==> config.mk <==
export PLATFORM = sky130hd
export DESIGN_NAME = dns_query_name_extractor
export DESIGN_NICKNAME = d
export VERILOG_FILES = /design/src/hdl/dnsqx_pkg.sv /design/src/hdl/dnsqx_front.sv /design/src/hdl/dnsqx_queue.sv /design/src/hdl/dnsqx_back.sv /design/src/hdl/dns_query_name_extractor.sv
export SDC_FILE = /design/constraint.sdc
export NUM_CORES = 1
export LEC_CHECK = 0
export BUFFER_PORTS_ARGS = -buffer_cell sky130_fd_sc_hd__buf_2
export CORE_ASPECT_RATIO = 0.6
export CORE_UTILIZATION = 55
export DETAILED_ROUTE_END_ITERATION = 6
export GPL_TIMING_DRIVEN = 0
export HOLD_SLACK_MARGIN = 0.15
export PLACE_DENSITY = 0.82
export SETUP_SLACK_MARGIN = 0.4
export SYNTH_ARGS = -nofsm -noshare
export SYNTH_HDL_FRONTEND = slang
export SYNTH_SLANG_ARGS = --single-unit
==> constraint.sdc <==
create_clock -name clk_i -period 15.9 [get_ports clk_i]
set_input_delay 0 -clock clk_i [delete_from_list [all_inputs] [get_ports clk_i]]
set_output_delay 0 -clock clk_i [all_outputs]
set_load 0.03 [all_outputs]
==> src/hdl/dnsqx_pkg.sv <==
`timescale 1ns / 1ps
// Package for the DNS query name extractor: beat types, decoder command type
// and sizing constants. No dependencies.
package dnsqx_pkg;

  localparam int unsigned NAME_MAX     = 128;
  localparam int unsigned HEADER_BYTES = 12;
  localparam int unsigned LABEL_MAX    = 63;
  localparam int unsigned TAIL_BYTES   = 4;
  localparam int unsigned CHAR_CAP     = (NAME_MAX - 1 > 127) ? 127 : NAME_MAX - 1;
  localparam int unsigned POS_W        = $clog2(HEADER_BYTES + NAME_MAX + 1);
  localparam int unsigned NAME_END_POS = HEADER_BYTES + NAME_MAX - 1;
  localparam int unsigned QUEUE_DEPTH  = 4;
  localparam int unsigned QPTR_W       = $clog2(QUEUE_DEPTH);

  localparam logic [7:0] DOT_CHAR     = 8'h2E;
  localparam logic       KIND_CHAR    = 1'b0;
  localparam logic       KIND_SUMMARY = 1'b1;

  typedef struct packed {
    logic [7:0] data_byte;
    logic       last_byte;
  } in_beat_t;

  typedef struct packed {
    logic        kind;
    logic [7:0]  name_char;
    logic [15:0] txn_id;
    logic [15:0] query_type;
    logic [15:0] query_class;
    logic [6:0]  name_length;
    logic        end_of_query;
  } out_beat_t;

  typedef struct packed {
    logic        has_char;
    logic        has_sum;
    logic [7:0]  name_char;
    logic [15:0] txn_id;
    logic [15:0] query_type;
    logic [15:0] query_class;
    logic [6:0]  name_length;
  } cmd_t;

endpackage

==> src/hdl/dnsqx_front.sv <==
`timescale 1ns / 1ps
// Front end: parses the header, decodes labels and the type/class tail per beat
// and issues at most one command per beat. Depends on dnsqx_pkg.
module dnsqx_front import dnsqx_pkg::*; (
  input  logic     clk_i,
  input  logic     rst_ni,
  input  logic     accept_i,
  input  in_beat_t beat_i,
  output logic     cmd_valid_o,
  output cmd_t     cmd_o
);

  logic [POS_W-1:0] pos_q, pos_d;
  logic [15:0]      txn_q, txn_d;
  logic             resp_q, resp_d;
  logic [5:0]       left_q, left_d;
  logic             first_q, first_d;
  logic             fin_q, fin_d;
  logic [6:0]       chars_q, chars_d;
  logic [2:0]       tail_q, tail_d;
  logic [15:0]      type_q, type_d;
  logic [15:0]      class_q, class_d;
  logic [7:0]       b;

  assign b = beat_i.data_byte;

  always_comb begin
    pos_d   = pos_q;
    txn_d   = txn_q;
    resp_d  = resp_q;
    left_d  = left_q;
    first_d = first_q;
    fin_d   = fin_q;
    chars_d = chars_q;
    tail_d  = tail_q;
    type_d  = type_q;
    class_d = class_q;
    cmd_o   = '0;
    if (accept_i) begin
      if (pos_q < POS_W'(HEADER_BYTES)) begin
        if (pos_q == POS_W'(0)) begin
          txn_d = {b, 8'h00};
        end else if (pos_q == POS_W'(1)) begin
          txn_d = {txn_q[15:8], b};
        end else if (pos_q == POS_W'(2) && b[7]) begin
          resp_d = 1'b1;
        end
      end else if (!resp_q) begin
        if (!fin_q) begin
          if (left_q == 6'd0) begin
            if (b == 8'd0 || b > 8'(LABEL_MAX)) begin
              fin_d = 1'b1;
            end else begin
              left_d = b[5:0];
              if (!first_q && chars_q < 7'(CHAR_CAP)) begin
                cmd_o.has_char  = 1'b1;
                cmd_o.name_char = DOT_CHAR;
                chars_d         = chars_q + 7'd1;
              end
              first_d = 1'b0;
            end
          end else begin
            if (chars_q < 7'(CHAR_CAP)) begin
              cmd_o.has_char  = 1'b1;
              cmd_o.name_char = b;
              chars_d         = chars_q + 7'd1;
            end
            left_d = left_q - 6'd1;
          end
          if (pos_q >= POS_W'(NAME_END_POS)) begin
            fin_d = 1'b1;
          end
        end else if (tail_q < 3'(TAIL_BYTES)) begin
          if (tail_q < 3'd2) begin
            type_d = {type_q[7:0], b};
          end else begin
            class_d = {class_q[7:0], b};
          end
          tail_d = tail_q + 3'd1;
        end
      end
      if (pos_q != '1) begin
        pos_d = pos_q + POS_W'(1);
      end
      if (beat_i.last_byte) begin
        if (pos_d >= POS_W'(HEADER_BYTES) && !resp_d) begin
          cmd_o.has_sum     = 1'b1;
          cmd_o.txn_id      = txn_d;
          cmd_o.query_type  = (tail_d >= 3'(TAIL_BYTES)) ? type_d : 16'd0;
          cmd_o.query_class = (tail_d >= 3'(TAIL_BYTES)) ? class_d : 16'd0;
          cmd_o.name_length = chars_d;
        end
        pos_d   = '0;
        txn_d   = '0;
        resp_d  = 1'b0;
        left_d  = '0;
        first_d = 1'b1;
        fin_d   = 1'b0;
        chars_d = '0;
        tail_d  = '0;
        type_d  = '0;
        class_d = '0;
      end
    end
    cmd_valid_o = cmd_o.has_char || cmd_o.has_sum;
  end

  always_ff @(posedge clk_i or negedge rst_ni) begin
    if (!rst_ni) begin
      pos_q   <= '0;
      txn_q   <= '0;
      resp_q  <= 1'b0;
      left_q  <= '0;
      first_q <= 1'b1;
      fin_q   <= 1'b0;
      chars_q <= '0;
      tail_q  <= '0;
      type_q  <= '0;
      class_q <= '0;
    end else begin
      pos_q   <= pos_d;
      txn_q   <= txn_d;
      resp_q  <= resp_d;
      left_q  <= left_d;
      first_q <= first_d;
      fin_q   <= fin_d;
      chars_q <= chars_d;
      tail_q  <= tail_d;
      type_q  <= type_d;
      class_q <= class_d;
    end
  end

  a_cap: assert property (@(posedge clk_i) disable iff (!rst_ni)
    chars_q <= 7'(CHAR_CAP)) else $error("name character count over cap");
  a_tail_after_name: assert property (@(posedge clk_i) disable iff (!rst_ni)
    tail_q != 3'd0 |-> fin_q) else $error("tail bytes taken before name end");
  a_label_first: assert property (@(posedge clk_i) disable iff (!rst_ni)
    left_q != 6'd0 |-> !first_q) else $error("label open with first pending");

endmodule

==> src/hdl/dnsqx_queue.sv <==
`timescale 1ns / 1ps
// Command queue between decoder front and output back end, flop based.
// Depends on dnsqx_pkg.
module dnsqx_queue import dnsqx_pkg::*; (
  input  logic clk_i,
  input  logic rst_ni,
  input  logic push_i,
  input  cmd_t push_cmd_i,
  output logic full_o,
  input  logic pop_i,
  output logic head_valid_o,
  output cmd_t head_cmd_o
);

  cmd_t              mem_q [QUEUE_DEPTH];
  logic [QPTR_W-1:0] wr_q, rd_q;
  logic [QPTR_W:0]   cnt_q;
  logic              do_pop;

  assign full_o       = cnt_q == (QPTR_W + 1)'(QUEUE_DEPTH);
  assign head_valid_o = cnt_q != '0;
  assign head_cmd_o   = mem_q[rd_q];
  assign do_pop       = pop_i && head_valid_o;

  always_ff @(posedge clk_i) begin
    if (push_i) begin
      mem_q[wr_q] <= push_cmd_i;
    end
  end

  always_ff @(posedge clk_i or negedge rst_ni) begin
    if (!rst_ni) begin
      wr_q  <= '0;
      rd_q  <= '0;
      cnt_q <= '0;
    end else begin
      if (push_i) begin
        wr_q <= wr_q + QPTR_W'(1);
      end
      if (do_pop) begin
        rd_q <= rd_q + QPTR_W'(1);
      end
      if (push_i && !do_pop) begin
        cnt_q <= cnt_q + (QPTR_W + 1)'(1);
      end else if (!push_i && do_pop) begin
        cnt_q <= cnt_q - (QPTR_W + 1)'(1);
      end
    end
  end

  a_no_overflow: assert property (@(posedge clk_i) disable iff (!rst_ni)
    !(push_i && full_o)) else $error("push into full queue");
  a_cnt_range: assert property (@(posedge clk_i) disable iff (!rst_ni)
    cnt_q <= (QPTR_W + 1)'(QUEUE_DEPTH)) else $error("queue count out of range");

endmodule

==> src/hdl/dnsqx_back.sv <==
`timescale 1ns / 1ps
// Back end: turns queued commands into result beats, character first, then
// summary, through an output register. Depends on dnsqx_pkg.
module dnsqx_back import dnsqx_pkg::*; (
  input  logic      clk_i,
  input  logic      rst_ni,
  input  logic      head_valid_i,
  input  cmd_t      head_cmd_i,
  output logic      pop_o,
  output logic      out_valid_o,
  output out_beat_t out_beat_o,
  input  logic      out_stall_i
);

  logic      out_valid_q, out_valid_d;
  out_beat_t out_q, out_d;
  logic      char_done_q, char_done_d;
  logic      load;

  assign load = !out_valid_q || !out_stall_i;

  always_comb begin
    out_valid_d = out_valid_q;
    out_d       = out_q;
    char_done_d = char_done_q;
    pop_o       = 1'b0;
    if (load) begin
      out_valid_d = head_valid_i;
      if (head_valid_i) begin
        out_d = '0;
        if (head_cmd_i.has_char && !char_done_q) begin
          out_d.kind      = KIND_CHAR;
          out_d.name_char = head_cmd_i.name_char;
          if (head_cmd_i.has_sum) begin
            char_done_d = 1'b1;
          end else begin
            pop_o = 1'b1;
          end
        end else begin
          out_d.kind         = KIND_SUMMARY;
          out_d.txn_id       = head_cmd_i.txn_id;
          out_d.query_type   = head_cmd_i.query_type;
          out_d.query_class  = head_cmd_i.query_class;
          out_d.name_length  = head_cmd_i.name_length;
          out_d.end_of_query = 1'b1;
          char_done_d        = 1'b0;
          pop_o              = 1'b1;
        end
      end
    end
  end

  always_ff @(posedge clk_i or negedge rst_ni) begin
    if (!rst_ni) begin
      out_valid_q <= 1'b0;
      out_q       <= '0;
      char_done_q <= 1'b0;
    end else begin
      out_valid_q <= out_valid_d;
      out_q       <= out_d;
      char_done_q <= char_done_d;
    end
  end

  assign out_valid_o = out_valid_q;
  assign out_beat_o  = out_q;

  a_split_head: assert property (@(posedge clk_i) disable iff (!rst_ni)
    char_done_q |-> head_valid_i && head_cmd_i.has_char && head_cmd_i.has_sum)
    else $error("split command lost its head");

endmodule

==> src/hdl/dns_query_name_extractor.sv <==
`timescale 1ns / 1ps
// DNS query name extractor top level: front decoder, command queue, back end.
// Path: a result beat passes through the command queue and then the output register; a
// summary sharing its byte with a character follows that character.
// Throughput: one byte per cycle while the command queue is not full; a final byte with a
// character gives two result beats, absorbed by the 4-entry command queue.
// Reset: asynchronous, active low; clears parser state, queue and output valid.
// Depends on dnsqx_pkg, dnsqx_front, dnsqx_queue, dnsqx_back.
module dns_query_name_extractor import dnsqx_pkg::*; (
  input  logic      clk_i,
  input  logic      rst_ni,
  input  logic      in_valid_i,
  output logic      in_stall_o,
  input  in_beat_t  in_beat_i,
  output logic      out_valid_o,
  input  logic      out_stall_i,
  output out_beat_t out_beat_o
);

  logic accept;
  logic cmd_valid;
  cmd_t cmd;
  logic full;
  logic pop;
  logic head_valid;
  cmd_t head_cmd;

  assign in_stall_o = full;
  assign accept     = in_valid_i && !full;

  dnsqx_front u_front (
    .clk_i       (clk_i),
    .rst_ni      (rst_ni),
    .accept_i    (accept),
    .beat_i      (in_beat_i),
    .cmd_valid_o (cmd_valid),
    .cmd_o       (cmd)
  );

  dnsqx_queue u_queue (
    .clk_i        (clk_i),
    .rst_ni       (rst_ni),
    .push_i       (cmd_valid),
    .push_cmd_i   (cmd),
    .full_o       (full),
    .pop_i        (pop),
    .head_valid_o (head_valid),
    .head_cmd_o   (head_cmd)
  );

  dnsqx_back u_back (
    .clk_i        (clk_i),
    .rst_ni       (rst_ni),
    .head_valid_i (head_valid),
    .head_cmd_i   (head_cmd),
    .pop_o        (pop),
    .out_valid_o  (out_valid_o),
    .out_beat_o   (out_beat_o),
    .out_stall_i  (out_stall_i)
  );

endmodule

## Yosys cells after proc, flatten, opt, wreduce, memory -nomap -nowiden

Memory sizes are Yosys's and may differ from the RTL's.
Index checks and enable logic that the tools add are counted.

| storage, ports and cells | value |
|---|---|
| bits in registers | 149 |
| word-level logic and storage cells | 171 |
| output and inout port bits | 67 |
| memories | 1 |
| input port bits | 13 |
| bits in writable memories | 260 |

| operators by class | value |
|---|---|
| muxes and demuxes | 92 |
| reduce and logical (&&, ||, !) cells | 30 |
| equal/unequal tests | 10 |
| $add $sub $neg | 8 |
| $lt $le $gt $ge | 8 |

Memory list:

| memory | words | bits a word | read ports | clocked after Yosys merged registers in | wr ports | line | source |
|---|---|---|---|---|---|---|---|
| u_queue.mem_q | 4 | 65 | 1 | 0 | 1 | dnsqx_queue.sv:15 | `cmd_t mem_q [QUEUE_DEPTH];` |

Operator list:

| cell | number |
|---|---|
| 16-bit two-way mux | 17 |
| 55-bit two-way mux | 2 |
| 8-bit two-way mux | 11 |
| 65-bit two-way mux | 1 |
| 56-bit two-way mux | 1 |
| 7-bit two-way mux | 8 |
| 6-bit two-way mux | 7 |
| 1-bit two-way mux | 37 |
| 3-bit two-way mux | 8 |
| 8-bit zero test | 2 |
| 2-bit inequality test, second input constant | 5 |
| 8-bit by 1-bit adder with 8-bit output, second input constant | 1 |
| 8-bit by 1-bit == test with 1-bit output, second input constant | 1 |
| 8-bit by 2-bit == test with 1-bit output, second input constant | 1 |
| 8-bit by 4-bit >= comparator with 1-bit output, second input constant | 1 |
| 8-bit >= comparator, second input constant | 1 |
| 8-bit by 6-bit greater-than comparator with 1-bit output, second input constant | 1 |
| 1-bit logical AND | 8 |
| 1-bit zero test | 8 |
| 8-bit by 4-bit less-than comparator with 1-bit output, second input constant | 1 |
| 8-bit inequality test, second input constant | 1 |
| 7-bit by 1-bit adder with 7-bit output, second input constant | 1 |
| 7-bit less-than comparator, second input constant | 1 |
| 3-bit by 1-bit adder with 3-bit output, second input constant | 2 |
| other kinds (16) | 21 |

## Longest topological paths before layout

Gate-level depths: netlist of run 1.

| depth | value |
|---|---|
| depth after elaboration | 17 |
| mapped depth | 16 |
| mapped depth without buffers | 14 |

## Modules after synthesis

From an unflattened synthesis of run 1, not the netlist that was laid out.

| second synthesis, totals | value |
|---|---|
| cell total of the unflattened synthesis | 1257 |
| area, all modules | 17752.0 um2 |

Modules (own cells, without submodules):

| module | seq. area each (um2) | cells an instance | area an instance (um2) | instances |
|---|---|---|---|---|
| dnsqx_queue | 7982.7 | 374 | 9810.7 | 1 |
| dnsqx_front | 1878.1 | 595 | 5128.7 | 1 |
| dnsqx_back | 1651.6 | 287 | 2798.9 | 1 |
| dns_query_name_extractor | 0.0 | 1 | 13.8 | 1 |

## Worst setup path after synthesis of run 1

Ideal clock, no wire load.

| timing | value |
|---|---|
| kind | reg2reg |
| from | register u_front.pos_q[0] |
| to | memory u_queue.mem_q[0][0] in the netlist's numbering, enable pin |
| required time | 15.404 ns |
| arrival time | 4.833 ns |
| setup slack | 10.571 ns |
| library setup time | 0.496 ns |
| period minus slack after synthesis | 5.329 ns |
| buffers on the path | 1 |
| stages on the path, launching flop included | 9 |
| path through | dfrtp_1 ha_1 and3_4 nor3_1 a31o_1 a2111o_2 and2_1 buf_4 nor2b_1 |

| on the way | value |
|---|---|
| longest elaborated chain between the ends | 15 |
| elaborated cells between the ends (all ways) | 24 |
| those cells by class | add/sub (1); order compare (2); eq/ne (3); mux (13); reduce/logical (5) |

Ends and longest elaborated chain:

| element | line | source |
|---|---|---|
| start: declaration | dnsqx_front.sv:13 | `logic [POS_W-1:0] pos_q, pos_d;` |
| start signal: assignment | dnsqx_front.sv:121 | `pos_q <= pos_d;` |
| branches (longest 11 deep; another with 8-bit by 1-bit adder with 8-bit output) | - |  |
| 65-bit two-way mux (*) | dnsqx_front.sv:39 | `if (accept_i) begin` |
| 1-bit logical OR (*) | dnsqx_front.sv:105 | `cmd_valid_o = cmd_o.has_char \|\| cmd_o.has_sum;` |
| 1-bit two-way mux (*) | dnsqx_queue.sv:26 | `if (push_i) begin` |
| 1-bit two-way mux (implied by the code) (*) | dnsqx_queue.sv:27 | `mem_q[wr_q] <= push_cmd_i;` |
| end: declaration | dnsqx_queue.sv:15 |  |

Every way passes the cells marked *. The select of a mux whose other input is x is not followed.

## Final worst setup path of run 1

| timing | value |
|---|---|
| from | register u_front.pos_q[0] |
| to | register u_queue.cnt_q[2] |

| on the way | value |
|---|---|
| longest elaborated chain between the ends | 16 |
| elaborated cells between the ends (all ways) | 27 |
| those cells by class | add/sub (1); order compare (2); eq/ne (3); mux (12); reduce/logical (9) |

Ends and longest elaborated chain:

| element | line | source |
|---|---|---|
| branches (longest 11 deep; another with 8-bit by 1-bit adder with 8-bit output) | - |  |
| 65-bit two-way mux (*) | dnsqx_front.sv:39 |  |
| 1-bit logical OR (*) | dnsqx_front.sv:105 |  |
| named net cmd_valid | dns_query_name_extractor.sv:21 | `logic cmd_valid;` |
| 1-bit zero test | dnsqx_queue.sv:45 | `end else if (!push_i && do_pop) begin` |
| 1-bit logical AND | dnsqx_queue.sv:45 |  |
| 2-bit nonzero test (no source line) | - |  |
| end signal: assignment | dnsqx_queue.sv:44 | `cnt_q <= cnt_q + (QPTR_W + 1)'(1);` |
| end signal: assignment | dnsqx_queue.sv:46 | `cnt_q <= cnt_q - (QPTR_W + 1)'(1);` |
| end: declaration | dnsqx_queue.sv:17 | `logic [QPTR_W:0] cnt_q;` |

Mark *: on every way through the listed nets, which the timed path passes. The select of a mux whose other input is x is not followed.
A chain may end at the register's enable or synchronous reset.

==> reports/results.tsv, run 1 <==
stage	metric	value	unit
run_status	status	finished clean	
timing	fin_crit	3.653	ns
synth	ys.flop_type	edfxtp_1	
grt	grt_pass1_wl	64130	µm
flow_run	cap_violations	0	
cts	clockBufferDepth	3	
cts	cts_made_buffers	38	
synth	syn_area	17140	µm²
grt	gr-total-overflow	0	
cells_and_area	drive_gt1_share	20.71	%
timing	skew	0.01831	ns
timing	worst_pin_slew	1.019	ns
power	leakage	7.546	nW
placed_design	detailed_place.area	18260	µm²
cells_and_area	num-nets-final	1353	
floorplanning	io-pin-count	80	
power	ir_worst_vdd	0.08374	mV
detailed_routing	vias	10986	
timing	slew_headroom	31.54	%
placed_design	dp_hpwl	26530	µm
detailed_routing	drt-total-wl	40890	µm
cts	hold_buffers	10	
worst_setup_path	endpoint_kind	flop	
detailed_routing	drt-wirelength-per-cell	23.14	µm
worst_setup_path	crit_start	u_front.pos_q[0]$_DFFE_PN0P_	
worst_setup_path	worstSetupPathType	reg2reg	
synth	synth_cell_type_count	66	
detailed_routing	first_pass_iters	5	
cells_and_area	syn_to_final_growth	14.56	%
synth	ys_ff_latch	408	
grt	grt_pass1_vias	11079	
min_path	hp-class	in2reg	
synth	ys_top_cells_by_count	edfxtp_1, nand2_1, dfrtp_1, mux4_2, o21ai_0	
timing	finalMaxSlewViolations	0	
cts	clock-sinks	408	
grt	grt_usage	26.51	%
synth	synth.avg_cell_area	14.41	µm²
timing	fin_setup_tns	0	ns
placed_design	gp_congestion	0.9174	
worst_setup_path	timing.reg2reg.setup_slack	12.25	ns
timing	finalHoldViolations	0	
timing	whs	0.2625	ns
cells_and_area	fillers	2143	
grt	grt_max_degree	87	
power	p_total	3.344	mW
detailed_routing	drc_errors	0	
cts	cts_tree	done	
placed_design	numPortBuffers	78	
synth	syn_nets	1215	
synth	synth_warnings	0	
cts	post_cts_buffers	0	
synth	synthArstFlopShare	36.27	%
floorplanning	start_util	56.59	%
worst_setup_path	required	16.35	ns
detailed_routing	final_antenna_net_count	0	
worst_setup_path	cp-start-kind	flop	
synth	synth_cells	1189	
min_path	holdCritStartpoint	in_beat_i[2]	
placed_design	dp_cells	1684	
timing	setup_viol_count_final	0	
synth	yosys.area.top_type	edfxtp_1	
cells_and_area	stdcell_count	1767	
worst_setup_path	crit_fanout	8	
floorplanning	dieWidth	229.9	µm
power	powerDensity	170.3	nW/µm²
cells_and_area	final_area	19630	µm²
timing	layout_setup_ws	12.25	ns
timing	period_share	22.98	%
floorplanning	die_h	138.7	µm
cts	cts_root_buf	clkbuf_16	
detailed_routing	drt-vias-per-instance	6.217	
timing	rsz0062_at_grt	no	
synth	ys_seq_area_share	67.18	%
detailed_routing	drtIter0Drc	1268	
worst_setup_path	r2r_start	u_front.pos_q[0]$_DFFE_PN0P_	
synth	synth.most_common_cell	edfxtp_1	
synth	synth_edf_count	260	
placed_design	dp_slack	12.32	ns
cts	cts_resized	0	
cts	path_clk_slew	0.07	ns
floorplanning	fp.dieArea	31890	µm²
synth	synth.top_cell.area_share	45.56	%
cells_and_area	final_core_util	64.82	%
cts	clock_latency	0.54	ns
worst_setup_path	worstPathArrival	4.11	ns
timing	fmax	273.7	MHz
floorplanning	core-area	30290	µm²
floorplanning	rows	49	
cts	htree_levels	2	
grt	antenna_found_initial	1	
synth	synth_top_cells_by_area	edfxtp_1, dfrtp_1, mux4_2	
cell usage in the layout (no fill, tap or decap), drive strengths merged, types with 14 or more instances in the layout:
master / instances
edfxtp: 260
nand2: 168
dfrtp: 147
buf: 119
clkbuf: 111
a21oi: 69
o21ai: 66
mux4: 65
a22o: 55
nor2: 51
a21boi: 32
a22oi: 26
inv: 14
final cells by class:
type                    count  area, µm²  area share [%]
repair buffers             98      709.4           3.614
diodes                      2      5.005         0.02549
inverters                  14      52.55          0.2677
flip-flops and latches    408      11510           58.64
well taps                 408      510.5           2.600
clock inverters            17      158.9          0.8094
clock buffers              53       1081           5.506
plain buffers              88      399.1           2.033
multi-input cells         679       5204           26.51
where the power goes:
part / leakage, nW / switching (mW) / internal [mW]
Combinational: 2.38 / 0.650 / 0.389
Sequential: 4.56 / 0.111 / 1.28
Clock: 0.612 / 0.392 / 0.526
cells by family after synthesis:
group	after synthesis	synth area share, %
AOI/OAI and AO/OA	288	11.95
muxes	73	9.024
adders and majority gates	13	0.9929
buffers and inverters	102	2.636
DFF	408	67.18
xor gates and xnor gates	9	0.4599
and+or+nand+nor	296	7.761
final timing paths:
kind | to | cells past startpoint
min in group asynchronous | u_back.out_beat_o[31]$_DFFE_PN0P_ | 4
max reg2reg | u_queue.cnt_q[2]$_DFFE_PN0P_ | 14
min reg2reg | u_front.class_q[15]$_DFFE_PN0P_ | 2
max | u_queue.cnt_q[2]$_DFFE_PN0P_ | 14
max in group asynchronous | u_front.first_q$_DFFE_PN1P_ | 4
min | u_front.left_q[1]$_DFFE_PN0P_ | 4
metal layers:
layer	routed length (µm)	vias up	GRT usage (%)
li1	-	4788	-
met1	17380	5598	39.67
met2	19280	536	41.17
met3	3459	64	4.215
met4	773	0	6.588
met5	0	-	0
worst max-delay path, stage by stage, from the launching register on:
cell and delay (ns):
dfrtp_1 0.47, ha_1 0.38, and3_4 0.27, nor3_1 0.05
a31o_1 0.22, a2111o_2 0.60, and2_1 0.19, buf_4 0.18
inv_1 0.07, ha_1 0.18, inv_1 0.07, fa_1 0.44
xor2_1 0.17, nor2_1 0.11, xor2_1 0.16
sequential cells by signal, indices dropped and copies added, names as in the netlist:
register and flops:
u_front.left_q 6, u_front.tail_q 3, u_front.first_q 1, u_front.txn_q 16, u_back.out_beat_o 64, u_front.class_q 16
u_front.fin_q 1, u_queue.wr_q 2, u_queue.rd_q 2, u_front.chars_q 7, u_front.resp_q 1, u_front.type_q 16
u_queue.cnt_q 3, u_queue.mem_q 260, u_front.pos_q 8, u_back.char_done_q 1, u_back.out_valid_o 1
(Power assumes the default switching activity.)
==> run 2, diff against run 1 <==
Settings changed: ABC_AREA from default to 1, PLACE_DENSITY 0.82 to 0.84.
Clock period 15.9 ns to 3.2 ns, I/O delays scaled along.
==> run 2 against run 1 <==
Effect of this change: flip-flop and latch count is the same; highest routed layer unchanged; synthesized cell count grew 23%; total power grew to 5.1 times the previous value; non-clock buffer count grew 23.
==> reports/results.tsv, run 2 <==
stage	metric	value	unit	change
synth	synth_cell_type_count	45		-32%
timing	worst_pin_slew	0.8504	ns	-0.1687 ns
synth	ys.flop_type	edfxtp_1		
grt	grt_pass1_vias	11952		+7.9%
synth	ys_top_cells_by_count	edfxtp_1, o21ai_0, nor2_1, nand2_1, dfrtp_1		
power	leakage	7.695	nW	+2.0%
worst_setup_path	required	3.46	ns	-12.89 ns
cells_and_area	stdcell_count	2060		+17%
cells_and_area	mostFrequentLayoutCell	edfxtp_1		
timing	slew_headroom	43.09	%	+12 points
floorplanning	start_util	56.37	%	-0.22 points
detailed_routing	first_pass_iters	6		+1
floorplanning	io-pin-count	80		unchanged
timing	finalHoldViolations	0		unchanged
cells_and_area	num-nets-final	1648		+22%
power	powerDensity	851.4	nW/µm²	+400%
floorplanning	rows	49		unchanged
timing	skew	0.02864	ns	+0.01032 ns
floorplanning	dieWidth	229.0	µm	-0.39%
cells_and_area	final_cell_mix	edfxtp_1, o21ai_0, nor2_1		
synth	synth.top_cell.area_share	45.92	%	+0.36 points
placed_design	gp_congestion	0.8960		-2.3%
worst_setup_path	worstPathArrival	2.95	ns	-1.16 ns
cts	clockBufferDepth	3		unchanged
timing	rsz0062_at_grt	yes		
synth	syn_area	17000	µm²	-0.79%
timing	fin_crit	2.692	ns	-0.9613 ns
timing	finalMaxSlewViolations	0		unchanged
cts	cts_tree	done		
floorplanning	fp.dieArea	31640	µm²	-0.78%
grt	use_met1	43.79	%	+4.1 points
detailed_routing	drtIter0Drc	1913		+51%
grt	grt_util_met2	40.48	%	-0.69 points
worst_setup_path	worstSetupPathType	reg2reg		
detailed_routing	drt-total-wl	45530	µm	+11%
synth	ys_ff_latch	408		unchanged
timing	setup_viol_count_final	0		unchanged
grt	grt_pass1_wl	68920	µm	+7.5%
grt	grt_max_degree	77		-11%
cells_and_area	final_area	19850	µm²	+1.1%
detailed_routing	drt-wirelength-per-cell	22.10	µm	-4.5%
cells_and_area	syn_to_final_growth	16.75	%	
cts	clock-sinks	408		unchanged
grt	grt_usage	28.66	%	+2.1 points
timing	fmax	371.5	MHz	+36%
cts	path_clk_slew	0.06	ns	about the same
min_path	hp-class	in2reg		
grt	busiest_layer	met1		
cts	clock_latency	0.56	ns	+0.02 ns
synth	synth.avg_cell_area	11.67	µm²	-19%
worst_setup_path	endpoint_kind	flop		
cells_and_area	top_register	u_queue.mem_q		
synth	ys_seq_area_share	67.71	%	+0.53 points
grt	grtUsageMet3	7.096	%	+2.9 points
placed_design	numPortBuffers	79		+1.3%
detailed_routing	vias	12616		+15%
detailed_routing	final_antenna_net_count	0		unchanged
synth	synth_warnings	0		unchanged
worst_setup_path	crit_fanout	10		+2
cts	cts_root_buf	clkbuf_16		
synth	syn_nets	1483		+22%
detailed_routing	drc_errors	0		unchanged
placed_design	detailed_place.area	18270	µm²	about the same
power	ir_worst_vdd	0.5070	mV	+510%
cells_and_area	drive_gt1_share	16.66	%	-4.1 points
cts	htree_levels	2		unchanged
grt	antenna_found_initial	1		unchanged
cts	cts_made_buffers	37		-2.6%
placed_design	dp_hpwl	30330	µm	+14%
flow_run	cap_violations	0		unchanged
synth	synth_top_cells_by_area	edfxtp_1, dfrtp_1, o21ai_0		
placed_design	dp_cells	1956		+16%
run_status	status	finished clean		
floorplanning	die_h	138.2	µm	-0.39%
detailed_routing	drt-vias-per-instance	6.124		-1.5%
grt	gr-total-overflow	0		unchanged
synth	synth_cells	1457		+23%
cells_and_area	final_core_util	65.81	%	+0.99 points
worst_setup_path	cp-start-kind	flop		
synth	synth.most_common_cell	edfxtp_1		
synth	synth_edf_count	260		unchanged
floorplanning	core-area	30160	µm²	-0.40%
synth	synthArstFlopShare	36.27	%	unchanged
synth	yosys.area.top_type	edfxtp_1		
timing	period_share	84.13	%	+61 points
cells_and_area	largest_reg_flops	260		unchanged
## run 2: timing repair
action                                 CTS  global route
cloned                                   1             0
setup endpoints to repair               65            21
setup buffers                            9            11
pin swaps                                5             8
endpoints found under the hold margin  249             0
hold buffers                            14             0
resized for setup                       10            17
## run 2: logic make-up after synthesis
family          share of synthesized area [%]
fa+ha+maj                               1.001
flops                                   67.71
buf+inv                                 4.386
simple gates                            11.88
compound gates                          14.61
xor+xnor                               0.4121
## run 2: per-layer routing
metal | up-vias | share of wire (%)
li1 | 5519 | -
met1 | 6159 | 41
met2 | 838 | 43
met3 | 100 | 14
met4 | 0 | 2.5
met5 | - | 0
## run 2: report_power, final
part / switching [mW] / total [mW] / internal (mW)
logic: 4.19 / 6.02 / 1.83
registers: 0.343 / 6.48 / 6.14
clock network: 1.94 / 4.39 / 2.45
## run 2: worst max-delay path: stages, from the launching register on
cell and delay [ns]:
dfrtp_1 0.34, inv_1 0.08, ha_1 0.25, nand2_1 0.16, nor2_4 0.08, inv_1 0.12, clkbuf_1 0.54, nand2_1 0.24
nor3_1 0.59
## run 2: stage by stage
step	hold slack, ns	setup TNS (ns)	total power [mW]	worst slack [ns]
detailed placement	0.09688	-0.4181	12.23	-0.01723
CTS	0.2470	0	16.72	0.3430
global placement	0.2140	-199.95	12.01	-0.7276
floorplan	-0.2956	0	10.38	0.2515
finish	0.2535	0	16.90	0.5079
global route	0.2949	0	17.65	0.3816
## run 2: area by class of cell
class / instances / area, µm²
flip-flops and latches: 408 / 11510
diodes: 1 / 2.502
clock inverters: 12 / 135.1
fillers: 2102 / 10310
multi-input cells: 881 / 4905
repair buffers: 125 / 969.7
well taps: 408 / 510.5
inverters: 85 / 325.3
clock buffers: 56 / 1049
plain buffers: 84 / 439.2
## run 2: final timing paths
kind / slack (ns) / startpoint / endpoint / cells past startpoint
min in group asynchronous: 0.60 / rst_ni / u_back.out_beat_o[31]$_DFFE_PN0P_ / 3
setup reg to reg: 0.51 / u_front.left_q[0]$_DFFE_PN0P_ / u_queue.mem_q[1][62]$_DFFE_PP_ / 8
hold / removal: 0.25 / out_stall_i / u_back.out_valid_o$_DFFE_PN0N_ / 4
hold reg to reg: 0.48 / u_back.out_beat_o[60]$_DFFE_PN0P_ / u_back.out_beat_o[60]$_DFFE_PN0P_ / 2
max in group asynchronous: 1.69 / rst_ni / u_front.first_q$_DFFE_PN1P_ / 4
setup / recovery: 0.51 / u_front.left_q[0]$_DFFE_PN0P_ / u_queue.mem_q[1][62]$_DFFE_PP_ / 8
